## src/hdl/kps_pkg.sv

```systemverilog
// Shared types, constants and lookup functions for the 3x4 keypad scanner.
// No dependencies; every other file in hdl/ imports this package.
package kps_pkg;

  localparam int ColW      = 4;
  localparam int RowW      = 3;
  localparam int KeyW      = 4;
  localparam int SettleW   = 16;
  localparam int DebounceW = 20;
  localparam int WaitW     = 20;
  localparam int CfgW      = 20;
  localparam int CfgIdxW   = 2;

  // Configuration register indexes
  localparam logic [CfgIdxW-1:0] CFG_SETTLE   = 2'd0;
  localparam logic [CfgIdxW-1:0] CFG_DEBOUNCE = 2'd1;

  localparam logic [SettleW-1:0]   SETTLE_RESET   = 16'd200;
  localparam logic [DebounceW-1:0] DEBOUNCE_RESET = 20'd100000;

  // Special key codes on row 2
  localparam logic [KeyW-1:0] KEY_OK     = 4'd11;
  localparam logic [KeyW-1:0] KEY_CANCEL = 4'd12;

  // One result item
  typedef struct packed {
    logic [RowW-1:0] row_drive;
    logic            key_valid;
    logic [KeyW-1:0] key_code;
    logic            no_key_pass;
  } kps_result_t;

  // Lowest column reading low; caller checks that at least one is low
  function automatic logic [1:0] low_column(input logic [ColW-1:0] cols);
    logic [1:0] c;
    c = 2'd3;
    if (!cols[2]) c = 2'd2;
    if (!cols[1]) c = 2'd1;
    if (!cols[0]) c = 2'd0;
    return c;
  endfunction

  // Key code for a row and column
  function automatic logic [KeyW-1:0] key_lookup(input logic [1:0] row, input logic [1:0] col);
    logic [KeyW-1:0] k;
    case (row)
      2'd0: k = {2'b00, col} + 4'd1;
      2'd1: k = {2'b00, col} + 4'd5;
      2'd2: begin
        case (col)
          2'd0:    k = 4'd9;
          2'd1:    k = 4'd0;
          2'd2:    k = KEY_OK;
          default: k = KEY_CANCEL;
        endcase
      end
      default: k = 4'd0;
    endcase
    return k;
  endfunction

endpackage

```

## src/hdl/kps_if.sv

```systemverilog
// Valid/ready channel interfaces for column samples and scan results.
// Depends on kps_pkg for field widths.
interface kps_col_if import kps_pkg::*; ();
  logic            valid;
  logic            ready;
  logic [ColW-1:0] column_lines;

  modport source (output valid, output column_lines, input ready);
  modport sink   (input valid, input column_lines, output ready);
endinterface

interface kps_key_if import kps_pkg::*; ();
  logic            valid;
  logic            ready;
  logic [RowW-1:0] row_drive;
  logic            key_valid;
  logic [KeyW-1:0] key_code;
  logic            no_key_pass;

  modport source (output valid, output row_drive, output key_valid, output key_code,
                  output no_key_pass, input ready);
  modport sink   (input valid, input row_drive, input key_valid, input key_code,
                  input no_key_pass, output ready);
endinterface

```

## src/hdl/matrix_keypad_scanner_top.sv

```systemverilog
// 3x4 matrix keypad scanner, one column sample (timer tick) per input transfer.
// An input transfer is held in the input register, then the scan step forms its
// result into the result register, which drives the output channel.
// Throughput: one tick per cycle while the result channel is not stalled.
// Reset (rst, synchronous): scan at the pre-drive settle of row 0, counters
// cleared, settle_ticks = 200, debounce_ticks = 100000, both channels empty.
module matrix_keypad_scanner_top import kps_pkg::*; (
  input  logic               clk,
  input  logic               rst,
  kps_col_if.sink            col_in,
  kps_key_if.source          key_out,
  input  logic               cfg_we,
  input  logic [CfgIdxW-1:0] cfg_index,
  input  logic [CfgW-1:0]    cfg_wdata
);

  logic [SettleW-1:0]   settle_ticks;
  logic [DebounceW-1:0] debounce_ticks;
  logic                 in_valid;
  logic [ColW-1:0]      in_cols;
  logic                 out_free;
  logic                 step;
  kps_result_t          step_result;
  kps_result_t          out_data;

  // Configuration registers
  always_ff @(posedge clk) begin
    if (rst) begin
      settle_ticks   <= SETTLE_RESET;
      debounce_ticks <= DEBOUNCE_RESET;
    end else if (cfg_we) begin
      case (cfg_index)
        CFG_SETTLE:   settle_ticks   <= cfg_wdata[SettleW-1:0];
        CFG_DEBOUNCE: debounce_ticks <= cfg_wdata[DebounceW-1:0];
        default: ;
      endcase
    end
  end

  assign step = in_valid && out_free;

  kps_in_reg u_in_reg (
    .clk        (clk),
    .rst        (rst),
    .up_valid   (col_in.valid),
    .up_ready   (col_in.ready),
    .up_cols    (col_in.column_lines),
    .take       (step),
    .held_valid (in_valid),
    .held_cols  (in_cols)
  );

  kps_scan_fsm u_scan (
    .clk            (clk),
    .rst            (rst),
    .step           (step),
    .cols           (in_cols),
    .settle_ticks   (settle_ticks),
    .debounce_ticks (debounce_ticks),
    .result         (step_result)
  );

  kps_out_reg u_out_reg (
    .clk       (clk),
    .rst       (rst),
    .load      (step),
    .load_data (step_result),
    .free      (out_free),
    .out_valid (key_out.valid),
    .out_ready (key_out.ready),
    .out_data  (out_data)
  );

  assign key_out.row_drive   = out_data.row_drive;
  assign key_out.key_valid   = out_data.key_valid;
  assign key_out.key_code    = out_data.key_code;
  assign key_out.no_key_pass = out_data.no_key_pass;

endmodule

```

## src/hdl/kps_in_reg.sv

```systemverilog
// Input register for column samples: takes a transfer whenever it is empty
// or its item moves on in the same cycle. Depends on kps_pkg.
module kps_in_reg import kps_pkg::*; (
  input  logic            clk,
  input  logic            rst,
  input  logic            up_valid,
  output logic            up_ready,
  input  logic [ColW-1:0] up_cols,
  input  logic            take,
  output logic            held_valid,
  output logic [ColW-1:0] held_cols
);

  assign up_ready = !held_valid || take;

  // Hold the valid flag
  always_ff @(posedge clk) begin
    if (rst) begin
      held_valid <= 1'b0;
    end else if (up_ready) begin
      held_valid <= up_valid;
    end
  end

  // Capture the sample on a transfer
  always_ff @(posedge clk) begin
    if (up_valid && up_ready) begin
      held_cols <= up_cols;
    end
  end

endmodule

```

## src/hdl/kps_scan_fsm.sv

```systemverilog
// Scan sequencer: phase, row, wait counter and held key; advances one tick
// per step and forms the result item. Depends on kps_pkg.
module kps_scan_fsm import kps_pkg::*; (
  input  logic                 clk,
  input  logic                 rst,
  input  logic                 step,
  input  logic [ColW-1:0]      cols,
  input  logic [SettleW-1:0]   settle_ticks,
  input  logic [DebounceW-1:0] debounce_ticks,
  output kps_result_t          result
);

  localparam logic [2:0] PH_PRE      = 3'd0;
  localparam logic [2:0] PH_DRIVEN   = 3'd1;
  localparam logic [2:0] PH_HOLD     = 3'd2;
  localparam logic [2:0] PH_DEBOUNCE = 3'd3;
  localparam logic [2:0] PH_RELEASE  = 3'd4;

  logic [2:0]       phase, phase_next, eff_phase;
  logic [1:0]       row, row_next;
  logic [WaitW-1:0] wait_cnt, wait_next, wait_inc;
  logic [ColW-1:0]  held_columns, held_columns_next;
  logic [KeyW-1:0]  held_key, held_key_next;
  logic             settle_hit, debounce_hit;

  assign wait_inc     = wait_cnt + 20'd1;
  assign settle_hit   = wait_cnt >= {4'b0, settle_ticks};
  assign debounce_hit = wait_cnt >= debounce_ticks;

  // Next state for one tick
  always_comb begin
    eff_phase         = (row > 2'd2) ? PH_PRE : phase;
    row_next          = (row > 2'd2) ? 2'd0 : row;
    phase_next        = eff_phase;
    wait_next         = wait_cnt;
    held_columns_next = held_columns;
    held_key_next     = held_key;
    result            = '0;
    case (eff_phase)
      PH_DRIVEN: begin
        if (settle_hit) begin
          wait_next         = '0;
          held_columns_next = cols;
          if (cols != 4'hF) begin
            held_key_next = key_lookup(row_next, low_column(cols));
            phase_next    = PH_HOLD;
          end else begin
            phase_next = PH_RELEASE;
          end
        end else begin
          wait_next = wait_inc;
        end
      end
      PH_HOLD: begin
        if (cols != held_columns) begin
          wait_next  = '0;
          phase_next = PH_DEBOUNCE;
        end
      end
      PH_DEBOUNCE: begin
        if (debounce_hit) begin
          wait_next        = '0;
          result.key_valid = 1'b1;
          result.key_code  = held_key;
          row_next         = 2'd0;
          phase_next       = PH_PRE;
        end else begin
          wait_next = wait_inc;
        end
      end
      PH_RELEASE: begin
        if (settle_hit) begin
          wait_next = '0;
          if (row_next >= 2'd2) begin
            result.no_key_pass = 1'b1;
            row_next           = 2'd0;
            phase_next         = PH_PRE;
          end else begin
            row_next   = row_next + 2'd1;
            phase_next = PH_DRIVEN;
          end
        end else begin
          wait_next = wait_inc;
        end
      end
      PH_PRE: begin
        if (settle_hit) begin
          wait_next  = '0;
          phase_next = PH_DRIVEN;
        end else begin
          wait_next = wait_inc;
        end
      end
      default: begin
        wait_next  = '0;
        row_next   = 2'd0;
        phase_next = PH_PRE;
      end
    endcase
    // Drive the row low while it is being read
    if (phase_next == PH_DRIVEN || phase_next == PH_HOLD || phase_next == PH_DEBOUNCE) begin
      result.row_drive = ~(3'b001 << row_next);
    end else begin
      result.row_drive = 3'b111;
    end
  end

  // Advance the scan state on each step
  always_ff @(posedge clk) begin
    if (rst) begin
      phase        <= PH_PRE;
      row          <= 2'd0;
      wait_cnt     <= '0;
      held_columns <= 4'hF;
      held_key     <= '0;
    end else if (step) begin
      phase        <= phase_next;
      row          <= row_next;
      wait_cnt     <= wait_next;
      held_columns <= held_columns_next;
      held_key     <= held_key_next;
    end
  end

endmodule

```

## src/hdl/kps_out_reg.sv

```systemverilog
// Result register: loads a result when empty or drained in the same cycle,
// and holds it under backpressure. Depends on kps_pkg.
module kps_out_reg import kps_pkg::*; (
  input  logic        clk,
  input  logic        rst,
  input  logic        load,
  input  kps_result_t load_data,
  output logic        free,
  output logic        out_valid,
  input  logic        out_ready,
  output kps_result_t out_data
);

  assign free = !out_valid || out_ready;

  // Hold the valid flag
  always_ff @(posedge clk) begin
    if (rst) begin
      out_valid <= 1'b0;
    end else if (free) begin
      out_valid <= load;
    end
  end

  // Capture the result
  always_ff @(posedge clk) begin
    if (load && free) begin
      out_data <= load_data;
    end
  end

endmodule

```

## src/flat_wrapper.sv

```systemverilog
// flat-port wrapper written by rule: the top's interface ports become plain ports
module matrix_keypad_scanner_top_flat import kps_pkg::*;
  (clk, rst, cfg_we, cfg_index, cfg_wdata, col_in_valid, col_in_column_lines, col_in_ready, key_out_valid, key_out_row_drive, key_out_key_valid, key_out_key_code, key_out_no_key_pass, key_out_ready);
  kps_col_if col_in_i ();
  kps_key_if key_out_i ();
  input  logic clk;
  input  logic rst;
  input  logic cfg_we;
  input  logic [CfgIdxW-1:0] cfg_index;
  input  logic [CfgW-1:0] cfg_wdata;
  input wire logic [$bits(col_in_i.valid)-1:0] col_in_valid;
  input wire logic [$bits(col_in_i.column_lines)-1:0] col_in_column_lines;
  output wire logic [$bits(col_in_i.ready)-1:0] col_in_ready;
  output wire logic [$bits(key_out_i.valid)-1:0] key_out_valid;
  output wire logic [$bits(key_out_i.row_drive)-1:0] key_out_row_drive;
  output wire logic [$bits(key_out_i.key_valid)-1:0] key_out_key_valid;
  output wire logic [$bits(key_out_i.key_code)-1:0] key_out_key_code;
  output wire logic [$bits(key_out_i.no_key_pass)-1:0] key_out_no_key_pass;
  input wire logic [$bits(key_out_i.ready)-1:0] key_out_ready;
  assign col_in_i.valid = col_in_valid;
  assign col_in_i.column_lines = col_in_column_lines;
  assign col_in_ready = col_in_i.ready;
  assign key_out_valid = key_out_i.valid;
  assign key_out_row_drive = key_out_i.row_drive;
  assign key_out_key_valid = key_out_i.key_valid;
  assign key_out_key_code = key_out_i.key_code;
  assign key_out_no_key_pass = key_out_i.no_key_pass;
  assign key_out_i.ready = key_out_ready;
  matrix_keypad_scanner_top u_core (.clk(clk), .rst(rst), .col_in(col_in_i), .key_out(key_out_i), .cfg_we(cfg_we), .cfg_index(cfg_index), .cfg_wdata(cfg_wdata));
endmodule
```

## config.mk

```make
export PLATFORM = sky130hd
export DESIGN_NAME = matrix_keypad_scanner_top_flat
export DESIGN_NICKNAME = d
export VERILOG_FILES = /design/src/hdl/kps_pkg.sv /design/src/hdl/kps_if.sv /design/src/hdl/matrix_keypad_scanner_top.sv /design/src/hdl/kps_in_reg.sv /design/src/hdl/kps_scan_fsm.sv /design/src/hdl/kps_out_reg.sv /design/src/flat_wrapper.sv
export SDC_FILE = /design/constraint.sdc
export NUM_CORES = 1
export LEC_CHECK = 0
export BUFFER_PORTS_ARGS = -buffer_cell sky130_fd_sc_hd__buf_2
export CAP_MARGIN = 20
export CORE_ASPECT_RATIO = 0.6
export CORE_UTILIZATION = 60
export CTS_CLUSTER_SIZE = 20
export DETAILED_ROUTE_END_ITERATION = 10
export GPL_TIMING_DRIVEN = 0
export PLACE_DENSITY = 0.8
export SETUP_SLACK_MARGIN = 0.2
export SYNTH_ARGS = -nofsm -noshare
export SYNTH_HDL_FRONTEND = slang
export SYNTH_SLANG_ARGS = --single-unit
```

## constraint.sdc

```tcl
create_clock -name clk -period 3.3 [get_ports clk]
set_input_delay 0.495 -clock clk [delete_from_list [all_inputs] [get_ports clk]]
set_output_delay 0.495 -clock clk [all_outputs]
set_load 0.005 [all_outputs]
```

==> After elaboration in Yosys (flattened, before gate mapping) <==
Index checks and enable logic that the tools add are counted.
{ "op_classes": {"n_addsub": 4, "n_lt_le_gt_ge": 4, "n_eq_ne": 15, "shifts": 1, "mux": 28, "bitwise": 1, "reduce_logical": 22} }
{ "op_table": {"columns": ["operator", "n"], "rows": [
  ["20-bit two-way mux", 3],
  ["20-bit one-hot mux with 3 select lines", 1],
  ["4-bit one-hot mux with 3 select lines", 2],
  ["3-bit two-way mux", 7],
  ["20-bit by 1-bit adder with 20-bit output, second input constant", 1],
  ["20-bit by 16-bit greater-or-equal comparator with 1-bit output", 1],
  ["20-bit greater-or-equal comparator", 1],
  ["2-bit two-way mux", 9],
  ["3-bit one-hot mux with 5 select lines", 1],
  ["3-bit by 2-bit equality test with 1-bit output, second input constant", 4],
  ["2-bit AND reduction", 5],
  ["2-bit by 1-bit equality test with 1-bit output, second input constant", 3],
  ["3-bit by 1-bit equality test with 1-bit output, second input constant", 2],
  ["2-bit zero test", 3],
  ["2-bit one-hot mux with 3 select lines", 1],
  ["3-bit OR reduction", 2],
  ["5-bit two-way mux", 1],
  ["2-bit by 3-bit adder with 4-bit output, second input constant", 1],
  ["2-bit equality test, second input constant", 2],
  ["1-bit logical OR", 4],
  ["4-bit != test", 1],
  ["4-bit != test, second input constant", 1],
  ["4-bit AND reduction", 1],
  ["2-bit by 1-bit adder with 3-bit output, second input constant", 1],
  ["12 further kinds", 17]
]} }
{ "word_totals": {"reg_bits": 84, "in_bits": 31, "wordCells": 89} }

==> Depth between registers and ports, before layout <==
{ "logic_depth": {"word_depth": 9, "depth_mapped": 11, "mapped_depth_nobuf": 9} }

==> By module <==
Synthesis repeated with hierarchy kept, for this count alone.
{ "hier_totals": {"hier_cells": 523, "hier_area_um2": 4809.6} }
{ "modules_own_cells": {"columns": ["mod", "instances", "cells_each", "area_per_inst_um2"], "rows": [
  ["kps_scan_fsm", 1, 350, 2782.7],
  ["matrix_keypad_scanner_top", 1, 150, 1526.5],
  ["kps_out_reg", 1, 14, 325.3],
  ["kps_in_reg", 1, 9, 175.2]
]} }

==> Worst setup path before layout <==
OpenSTA, ideal clock, no wires.
{ "synth_path": {"path_type": "reg2reg", "startpoint": "register u_core.u_scan.wait_cnt[11]", "endpoint": "register, netlist name u_core.u_out_reg.out_data[6]", "setup_time_ns": 0.268, "arrival_ns": 2.006, "required_time_ns": 3.032, "slack_ns": 1.026, "stages_incl_launch_ff": 10, "synth_period_minus_slack_ns": 2.274, "cell_sequence": "dfxtp_1 -> ha_1 -> a21oi_1 -> o21ai_0 -> a2111oi_4 -> o31ai_2 -> buf_6 -> and4_1 -> a41oi_2 -> nand3_1"} }
{ "synth_between": {"elab_chain_len": 6, "word_cells_on_any_way": 17, "classes_between": "order compare (2); eq/ne (3); shift (1); mux (8); bitwise (1); reduce/logical (2)"} }
{ "synth_rtl": {"columns": ["item", "line", "source"], "rows": [
  ["start, declared", "kps_scan_fsm.sv:21", "logic [WaitW-1:0] wait_cnt, wait_next, wait_inc;"],
  ["start signal, assigned", "kps_scan_fsm.sv:119", "wait_cnt <= wait_next;"],
  ["20-bit by 16-bit greater-or-equal comparator with 1-bit output or 20-bit greater-or-equal comparator (tied branches)", "kps_scan_fsm.sv:27, kps_scan_fsm.sv:28", null],
  ["3-bit two-way mux (on tied branches)", null, null],
  ["3-bit one-hot mux with 5 select lines", "kps_scan_fsm.sv:39", "case (eff_phase)"],
  ["3-bit by 1-bit equality test with 1-bit output or 3-bit by 2-bit equality test with 1-bit output (tied branches)", "kps_scan_fsm.sv:101", "if (phase_next == PH_DRIVEN || phase_next == PH_HOLD || phase_next == PH_DEBOUNCE) begin"],
  ["1-bit logical OR (2 in series)", "kps_scan_fsm.sv:101", null]
]} }
Several ways; a longest one is shown, not always the timed one.
A chain may end at the register's enable or synchronous reset.

==> Final worst setup path <==
{ "layout_path": {"startpoint": "register u_core.u_scan.wait_cnt[9]", "endpoint": "register, netlist name u_core.u_out_reg.out_data[6]"} }
{ "layout_between": {"elab_chain_len": 6, "word_cells_on_any_way": 17, "classes_between": "order compare (2); eq/ne (3); shift (1); mux (8); bitwise (1); reduce/logical (2)"} }
{ "layout_rtl": {"columns": ["item", "line"], "rows": [
  ["20-bit by 16-bit greater-or-equal comparator with 1-bit output or 20-bit greater-or-equal comparator (tied branches)", "kps_scan_fsm.sv:27, kps_scan_fsm.sv:28"],
  ["3-bit two-way mux (on tied branches)", null],
  ["3-bit one-hot mux with 5 select lines", "kps_scan_fsm.sv:39"],
  ["3-bit by 1-bit equality test with 1-bit output or 3-bit by 2-bit equality test with 1-bit output (tied branches)", "kps_scan_fsm.sv:101"],
  ["1-bit logical OR (2 in series)", "kps_scan_fsm.sv:101"]
]} }
Several ways; a longest one is shown, not always the timed one.

==> summary.md <==
| Metric | Value |
|---|---|
| Status | `complete, but fails checks` |
| Failing checks | `design-rule violations` |
| RePlAce Congestion | `0.873` |
| Min-Delay Endpoint | `u_core.u_in_reg.held_cols[3]` |
| CTS Buf Count | `9` |
| CTS resizes | `0` |
| DRT iter0 DRCs | `243` |
| Antenna viol nets, final | `0` |
| Initial antenna violation count | `0` |
| Area Overhead vs Synth | `14.3%` |
| Worst-case reg-to-reg path depth | `9` |
| Max-slew violations | `0` |
| Std-Cell Rows | `24` |
| Share of cells above drive strength 1 | `0.155` |
| Clock power share | `0.451` |
| Synth Area in Compound Gates | `0.151` |
| Non-Filler Instances | `684` |
| Xor and xnor area share after synthesis | `0.0443` |
| CTS H-tree lvls | `3` |
| Clk Latency, worst-skew pair | `0.34 ns` |
| Die area | `0.00794 sq mm` |
| Pwr Density | `452 mW/mm^2` |
| Bufs on Longest Clock Path | `2` |
| Clock slew seen by the registers of the worst setup and hold paths | `0.06 ns` |
| DP Wirelength | `7720 um` |
| Worst r2r src | `u_core.u_scan.wait_cnt[9]` |
| Cell area after synthesis | `0.00454 sq mm` |
| Critical Path RT | `3.38 ns` |
| Comb pwr share | `0.087` |
| Final setup viols | `0` |
| Syn_nets | `600` |
| Via-to-Cell Ratio | `5.55` |
| Largest net degree at the start of global routing | `19` |
| GRT Residual Overflow | `0` |
| Hold wc startpoint | `col_in_column_lines[3]` |
| Mux share of post-synthesis cell area | `0.00441` |
| Simple logic cell fraction of the synthesized area | `0.213` |
| Max Cap Viol | `0` |
| Mapped Avg Cell Area | `8.69 sq um` |
| Clock Sinks | `84` |
| Setup slack at placement | `0.753 ns` |
| WHS Path Cells | `1` |
| Leak | `2.08 nW` |
| First-pass GRT wire length | `16700 um` |
| Net Sw Frac | `0.231` |
| Residual DRC count | `1` |
| DR vias | `3797` |
| Fmax | `386 MHz` |
| Synth Instances | `523` |
| Setup TNS | `0 ns` |
| RSZ-0062 raised after global routing | `false` |
| Asr flop ratio synth | `0` |
| Reg2reg end | `u_core.u_out_reg.out_data[6]` |
| Final hold vios | `0` |
| Final Cycle Share | `0.785` |
| Setup slack after layout | `0.710 ns` |
| Post-Synth Adder-Cell Area | `0.127` |
| Hold WC Path Type | `primary input to register` |
| Synth Warn # | `0` |
| Vias in the first global route | `3488` |
| Slew @ Worst Pin | `0.883 ns` |
| Drt wl/cell | `15.1 um` |
| # IOs | `42` |
| Max transition margin | `0.411` |
| # fillers | `579` |
| CTS hold repair buffers | `0` |
| Sequential-to-total area share from yosys stat | `0.399` |
| Nets | `652` |
| Layout Skew | `0.00621 ns` |
| Number of port buffers | `40` |
| CP Data Arrival Time | `2.67 ns` |
| Synth top area share | `0.313` |
| Inserted Diodes | `0` |
| Yosys top cell by area | `dfxtp_1` |
| Total Routing Usage GR | `0.277` |
| Routed WL | `10300 um` |
| Total core area | `0.00730 sq mm` |
| Crit Path Class | `register to register` |
| Netlist cell types | `55` |
| Chip width | `114 um` |
| Initial Util | `0.623` |
| Internal power | `1.81 mW` |
| Root buf cell | `clkbuf_16` |
| Placed cells | `667` |
| Psw | `0.543 mW` |
| Die Span Y | `69.4 um` |
| Peak supply drop | `0.000268 V` |
| Post-synth top flop | `dfxtp_1` |
| DR pass1 iterations | `7` |
| #FFs+latches synth | `84` |
| Largest family of logic cells by synthesized area | `simple AND/OR/NAND/NOR gates` |
| Critical Path End Type | `register` |
| Reg power frac | `0.462` |
| CP Max Fanout | `10` |
| Total Power | `2.35 mW` |
| Number of synthesized flops with an enable pin | `13` |
| Synth top area cells | `dfxtp_1, ha_1, edfxtp_1` |
| Tmin final | `2.59 ns` |
| CTS tree | `built` |
| Startpoint Class | `register` |
| Post-CTS Setup Bufs | `0` |
| Worst R2R Setup Slack | `0.71 ns` |
registers in the layout (all words and copies together), names as in the netlist:
signal / cells
u_core.debounce_ticks: 20
u_core.settle_ticks: 16
u_core.u_in_reg.held_cols: 4
u_core.u_in_reg.held_valid: 1
u_core.u_out_reg.out_data: 9
u_core.u_out_reg.out_valid: 1
u_core.u_scan.held_columns: 4
u_core.u_scan.held_key: 4
u_core.u_scan.phase: 3
u_core.u_scan.row: 2
u_core.u_scan.wait_cnt: 20
worst max-delay path: stages, from the launching register on:
cell and delay (ns):
dfxtp_1 0.46, ha_1 0.29, a21oi_1 0.15, o21ai_0 0.18
a2111oi_4 0.38, o31ai_2 0.15, buf_6 0.17, and4_1 0.18
a41oi_2 0.25, nand3_1 0.10
area by class of cell:
class	instances	area (sq um)	area share
Multi-Input combinational cell	370	2450	0.472
Sequential cell	84	1810	0.349
Clock buffer	11	233	0.0448
Timing Repair Buffer	41	208	0.0400
Inverter	51	191	0.0369
Tap cell	104	130	0.0251
Buffer	18	90.1	0.0173
Clock inverter	5	77.6	0.0149
metal layers:
layer,GRT usage,share of wire,up-vias
li1,-,-,1893
met1,0.390,0.48,1766
met2,0.422,0.44,127
met3,0.0664,0.067,11
met4,0.0837,0.011,0
met5,0,0,-
power groups by stage:
| stage | Sequential, mW | Clock (mW) | Combinational [mW] |
|---|---|---|---|
| 2_1_floorplan | 1.10 | 0 | 0.133 |
| 3_3_place_gp | 1.11 | 0 | 0.193 |
| 3_5_place_dp | 1.11 | 0 | 0.201 |
| 4_1_cts | 1.09 | 1.07 | 0.203 |
| 5_1_grt | 1.09 | 1.12 | 0.227 |
| 6_report | 1.09 | 1.06 | 0.205 |
synth_stat cells (all sizes together), types with 12 or more instances:
cell and number:
ha 46, dfxtp 71, clkbuf 15, nor2 58
o21ai 13, nand3 14, xor2 12, a211o 15
inv 51, edfxtp 13, a21oi 48, nand2 82
worst max path at each step:
stage,endpoint,cells after the start,from
2_1_floorplan,u_core.u_out_reg.out_data[6],9,u_core.u_scan.wait_cnt[11]
3_3_place_gp,u_core.u_out_reg.out_data[7],8,u_core.u_scan.wait_cnt[7]
3_5_place_dp,u_core.u_out_reg.out_data[6],9,u_core.u_scan.wait_cnt[9]
4_1_cts,u_core.u_out_reg.out_data[7],8,u_core.u_scan.wait_cnt[7]
5_1_grt,u_core.u_out_reg.out_data[6],9,u_core.u_scan.wait_cnt[2]
6_report,u_core.u_out_reg.out_data[6],9,u_core.u_scan.wait_cnt[9]
metrics by stage:
step	cell area, sq um	util	hold slack, ns
final	5190	0.712	0.328
after CTS	5180	0.711	0.320
after global placement	4870	0.668	0.436
after detailed placement	4870	0.668	0.443
after global routing	5190	0.712	0.323
after floorplan	4540	-	0.427
cell usage in the layout, fill, tap and decap left out, types with 6 or more instances in the layout:
cell type and n:
nand2_1 81, dfxtp_1 71, inv_1 51, a21oi_1 48, ha_1 46, buf_2 40
nor2_1 38, nor2_2 20, clkbuf_1 17, a211o_1 15, nand3_1 13, edfxtp_1 13
xor2_1 12, o21ai_0 11, xnor2_1 11, nand4_1 9, clkbuf_16 9, and2_1 6
a211oi_1 6
cells by family after synthesis:
family,after synthesis
simple gates,197
flops,84
fa+ha+maj,46
mux,2
compound gates,102
buf+inv,69
xor+xnor,23
Power figures use the tool's default switching activity.
